<file path="src/design/sdu_div_cell.sv">
// One restoring division cell: one quotient bit per enabled cycle.
// Generic in widths; no package dependency.
module sdu_div_cell #(
    parameter int NUM_W = 32,
    parameter int DIV_W = 16,
    parameter int QUO_W = 32,
    parameter int PAY_W = 1
) (
    input  logic             clk,
    input  logic             rst_n,
    input  logic             en,
    input  logic             in_valid,
    input  logic [NUM_W-1:0] in_num,
    input  logic [DIV_W-1:0] in_rem,
    input  logic [QUO_W-1:0] in_quo,
    input  logic [DIV_W-1:0] in_div,
    input  logic [PAY_W-1:0] in_pay,
    output logic             out_valid,
    output logic [NUM_W-1:0] out_num,
    output logic [DIV_W-1:0] out_rem,
    output logic [QUO_W-1:0] out_quo,
    output logic [DIV_W-1:0] out_div,
    output logic [PAY_W-1:0] out_pay
);

    logic             valid_reg;
    logic [NUM_W-1:0] num_reg, num_next;
    logic [DIV_W-1:0] rem_reg, rem_next;
    logic [QUO_W-1:0] quo_reg, quo_next;
    logic [DIV_W-1:0] div_reg;
    logic [PAY_W-1:0] pay_reg;
    logic [DIV_W:0]   rem_sh;
    logic [DIV_W:0]   rem_sub;
    logic             fits;

    always_comb
    begin
        rem_sh   = {in_rem, in_num[NUM_W-1]};
        rem_sub  = rem_sh - {1'b0, in_div};
        fits     = rem_sh >= {1'b0, in_div};
        rem_next = fits ? rem_sub[DIV_W-1:0] : rem_sh[DIV_W-1:0];
        quo_next = {in_quo[QUO_W-2:0], fits};
        num_next = in_num << 1;
    end

    always_ff @(posedge clk or negedge rst_n)
    begin
        if (!rst_n)
        begin
            valid_reg <= 1'b0;
        end
        else if (en)
        begin
            valid_reg <= in_valid;
        end
    end

    always_ff @(posedge clk)
    begin
        if (en)
        begin
            num_reg <= num_next;
            rem_reg <= rem_next;
            quo_reg <= quo_next;
            div_reg <= in_div;
            pay_reg <= in_pay;
        end
    end

    assign out_valid = valid_reg;
    assign out_num   = num_reg;
    assign out_rem   = rem_reg;
    assign out_quo   = quo_reg;
    assign out_div   = div_reg;
    assign out_pay   = pay_reg;

endmodule

</file>
<file path="config.mk">
export PLATFORM = sky130hd
export DESIGN_NAME = sdu_div_cell
export DESIGN_NICKNAME = d
export VERILOG_FILES = /design/src/design/sdu_div_cell.sv
export SDC_FILE = /design/constraint.sdc
export NUM_CORES = 1
export LEC_CHECK = 0
export ABC_CLOCK_PERIOD_IN_PS = 800
export BUFFER_PORTS_ARGS = -buffer_cell sky130_fd_sc_hd__buf_2
export CAP_MARGIN = 25
export CORE_MARGIN = 1
export CORE_UTILIZATION = 35
export CTS_BUF_LIST = sky130_fd_sc_hd__clkbuf_8
export CTS_CLUSTER_SIZE = 8
export DETAILED_ROUTE_END_ITERATION = 8
export GPL_TIMING_DRIVEN = 0
export PLACE_DENSITY = 0.73
export RECOVER_POWER = 25
export SLEW_MARGIN = 20
export SYNTH_ARGS = -nofsm -noshare
export SYNTH_HDL_FRONTEND = slang
export SYNTH_SLANG_ARGS = --single-unit
</file>
<file path="constraint.sdc">
create_clock -name clk -period 0.8 [get_ports clk]
set_input_delay 0.04 -clock clk [delete_from_list [all_inputs] [get_ports clk]]
set_output_delay 0.04 -clock clk [all_outputs]
set_load 0.1 [all_outputs]
</file>
==> out/results.ini <==
[route]
vias=3427
wire_per_inst_um=19.1
detail-route-antenna-nets=0
remaining_drc_errors=0
wl_mm=13.6
drtPass1Iterations=4
avgViaCountPerCell=4.81
drt_iter0_drc=209

[floorplanning]
die_x_um=110
core_um2=11400
die-area_um2=12100
pin_count=199
die_h_um=110
rows=39
initial_core_util_pct=35.9

[global_route]
antenna_found_initial=0
gr-usage-all-layers_pct=21.9
grt_pass1_wl_mm=19.0
overflow=0
grt_max_degree=62
grt_pass1_vias=3518

[placement]
place_hpwl_mm=7.98
place_congestion=0.839
io_buffers=196
dp.cells=596

[setup_path]
cp.depth=11
regToRegSetupSlack_ps=-210
path_cells=buf_8 -> inv_12 -> ha_4 -> a21o_1 -> a211o_1 -> a41o_1 -> a31oi_4 -> o21a_4 -> inv_6 -> buf_12 -> mux2_4
cp_slowest_cell=mux2_4
startpoint=in_div[14]
crit_arrival_ps=1890
endpoint=out_rem[5]
worst_path_largest_cell_delay_ps=290
crit_type=input pin to flip-flop
worstPathRequired_ps=920
reg2reg_from=out_valid
critPathLaunchType=input pin
r2r-end=out_valid
critPathTopFamily=compound AO/OA/AOI/OAI gates
end_kind=flip-flop
worst-path-buf-inv=4
crit_path_max_fanout=5
reg2reg_depth=2

[sta]
fin_crit_sh_pct=221
finClkSkew_ps=0
report.final.slew_viol_count=0
finalHoldViolCount=1
worstMarginPinSlew_ps=532
hold_ws_ps=-17.9
setup_viol=173
max_freq_mhz=565
fin_crit_ps=1770
rsz0062_at_grt=true
finalWorstSetupSlack_ps=-969
slew-limit-headroom_pct=64.6

[clock_tree]
cts.sinks=97
clk_pin_slew_ps=100
root_buffer=clkbuf_8
insertion_delay_ps=370
cts-htree-levels=3
cts_made_buffers=9
clockBufferDepth=2
cts_tree=done

[layout]
antenna_cells=0
final_core_util_pct=65.6
fin_cells=712
fillers=792
nets=682
drive_above_1_share_pct=52.2
syn2layout_area_growth_pct=82.8

[job]
max_cap_viol_count=0

[hold_path]
hp-class=input pin to flip-flop

[pwr]
p_total_mw=16.1
powerDensity_nw_per_um2=2150
p_leak_nw=3.17
vdd_drop_max_v=0.00142

[status]
status=complete, but fails checks
violations=hold timing, setup timing

[logic_synthesis]
synthFlopType=edfxtp_1
async_reset_ff_share_pct=1.03
syn_avg_cell_area_um2=16.0
syn_nets=374
ys_seq_area_share_pct=71.0
synthCells=256
ys_types=46
synth-warning-count=0
ys_seq_elements=97
synth_edf_count=96
syn_area_um2=4100

[cell type report]
| class | count | area [µm²] | share of cell area, % |
|---|---|---|---|
| inverter | 25 | 126 | 1.69 |
| sequential | 97 | 2910 | 38.9 |
| buffer | 2 | 27.5 | 0.368 |
| clock buffer | 9 | 124 | 1.65 |
| tap | 143 | 179 | 2.39 |
| clock inverter | 7 | 66.3 | 0.886 |
| timing repair buffer | 302 | 2730 | 36.5 |
| multi-input combinational | 127 | 1320 | 17.6 |
[routing by layer]
| layer | vias to the layer above | GRT usage (%) | share of wire (%) |
|---|---|---|---|
| li1 | 1578 | - | - |
| met1 | 1668 | 24.8 | 37 |
| met2 | 161 | 41.3 | 54 |
| met3 | 20 | 3.23 | 6.7 |
| met4 | 0 | 8.36 | 2.0 |
| met5 | - | 0 | 0 |
[Yosys cell counts (2+ instances only)]
master	count	area share (%)
a211o_1	2	0.43
a211oi_1	2	0.37
a21o_1	3	0.55
a21oi_1	10	1.2
a31oi_1	3	0.46
a41o_1	2	0.49
and3_1	2	0.31
clkbuf_1	4	0.37
edfxtp_1	96	70
ha_1	16	4.9
inv_1	24	2.2
mux2_2	5	1.4
mux2_4	8	2.9
mux2i_1	3	0.73
nand2_1	13	1.2
nand3_1	3	0.37
nand4_1	3	0.46
nor2_1	9	0.82
o21ai_0	8	0.98
o21bai_1	4	0.73
xnor2_1	8	1.7
xor2_1	4	0.86
[what timing repair did]
item,4_1_cts,5_1_grt
resized for setup,251,10
pin swaps,25,5
setup buffers,20,2
gates cloned,1,0
hold buffers,82,1
hold endpoints to repair,90,4
setup endpoints to repair,115,175
[cell families (layout without fill, tap and decap cells)]
| family | count (synthesis) | count (layout) | synth area share (%) |
|---|---|---|---|
| DFF | 97 | 97 | 71.0 |
| AOI/OAI and AO/OA | 45 | 45 | 7.97 |
| and+or+nand+nor | 36 | 36 | 4.28 |
| buffers and inverters | 32 | 345 | 3.67 |
| adders and majority gates | 17 | 17 | 5.38 |
| muxes | 16 | 16 | 5.04 |
| xor gates and xnor gates | 12 | 12 | 2.57 |
| other | 1 | 1 | 0.0916 |
[how the worst min path moves through the flow]
stage / start / end / slack, ps / depth (start not counted)
2_1_floorplan: rst_n / out_valid / -260 / 0
3_3_place_gp: rst_n / out_valid / -190 / 1
3_5_place_dp: rst_n / out_valid / -180 / 1
4_1_cts: in_div[14] / out_div[14] / -150 / 1
5_1_grt: in_rem[5] / out_rem[6] / -30 / 2
6_report: in_rem[5] / out_rem[6] / -20 / 2
[power by group]
part / internal, mW / switching (mW) / total (mW)
combinational: 2.14 / 4.54 / 6.68
sequential: 6.15 / 0.253 / 6.40
clock: 1.19 / 1.86 / 3.05
total: 9.49 / 6.65 / 16.1
[state kept, by name, summed over array words and instances (netlist names)]
signal     flops
out_div       16
out_num       31
out_pay        1
out_quo       32
out_rem       16
out_valid      1
[stage by stage]
step / cell area (µm²) / hold slack [ps] / TNS, ps / worst slack (ps)
after CTS: 7420 / -147 / -37290 / -994
after global routing: 7490 / -26.5 / -45380 / -1030
final: 7490 / -17.9 / -37500 / -969
after global placement: 5410 / -186 / -138800 / -1600
after floorplan: 4250 / -256 / -33600 / -1300
after detailed placement: 5440 / -185 / -49770 / -1630
[placed cells by master, fill, tap and decap left out, types with 3 or more instances in the layout]
master           n
a21oi_1          7
mux2_4           9
nor2_1           7
xor2_1           4
mux2i_1          3
inv_1           15
buf_12           3
a21o_1           3
ha_4            12
xnor2_1          8
inv_2            6
ha_2             3
dlygate4sd3_1   83
a21oi_2          3
buf_2           88
edfxtp_1        96
buf_6          108
nand4_1          3
buf_4           18
mux2_2           4
clkbuf_8         9
o21ai_0          5
nand2_1         13
clkinv_4         3
Note: power is estimated with default switching activity, not from simulation.
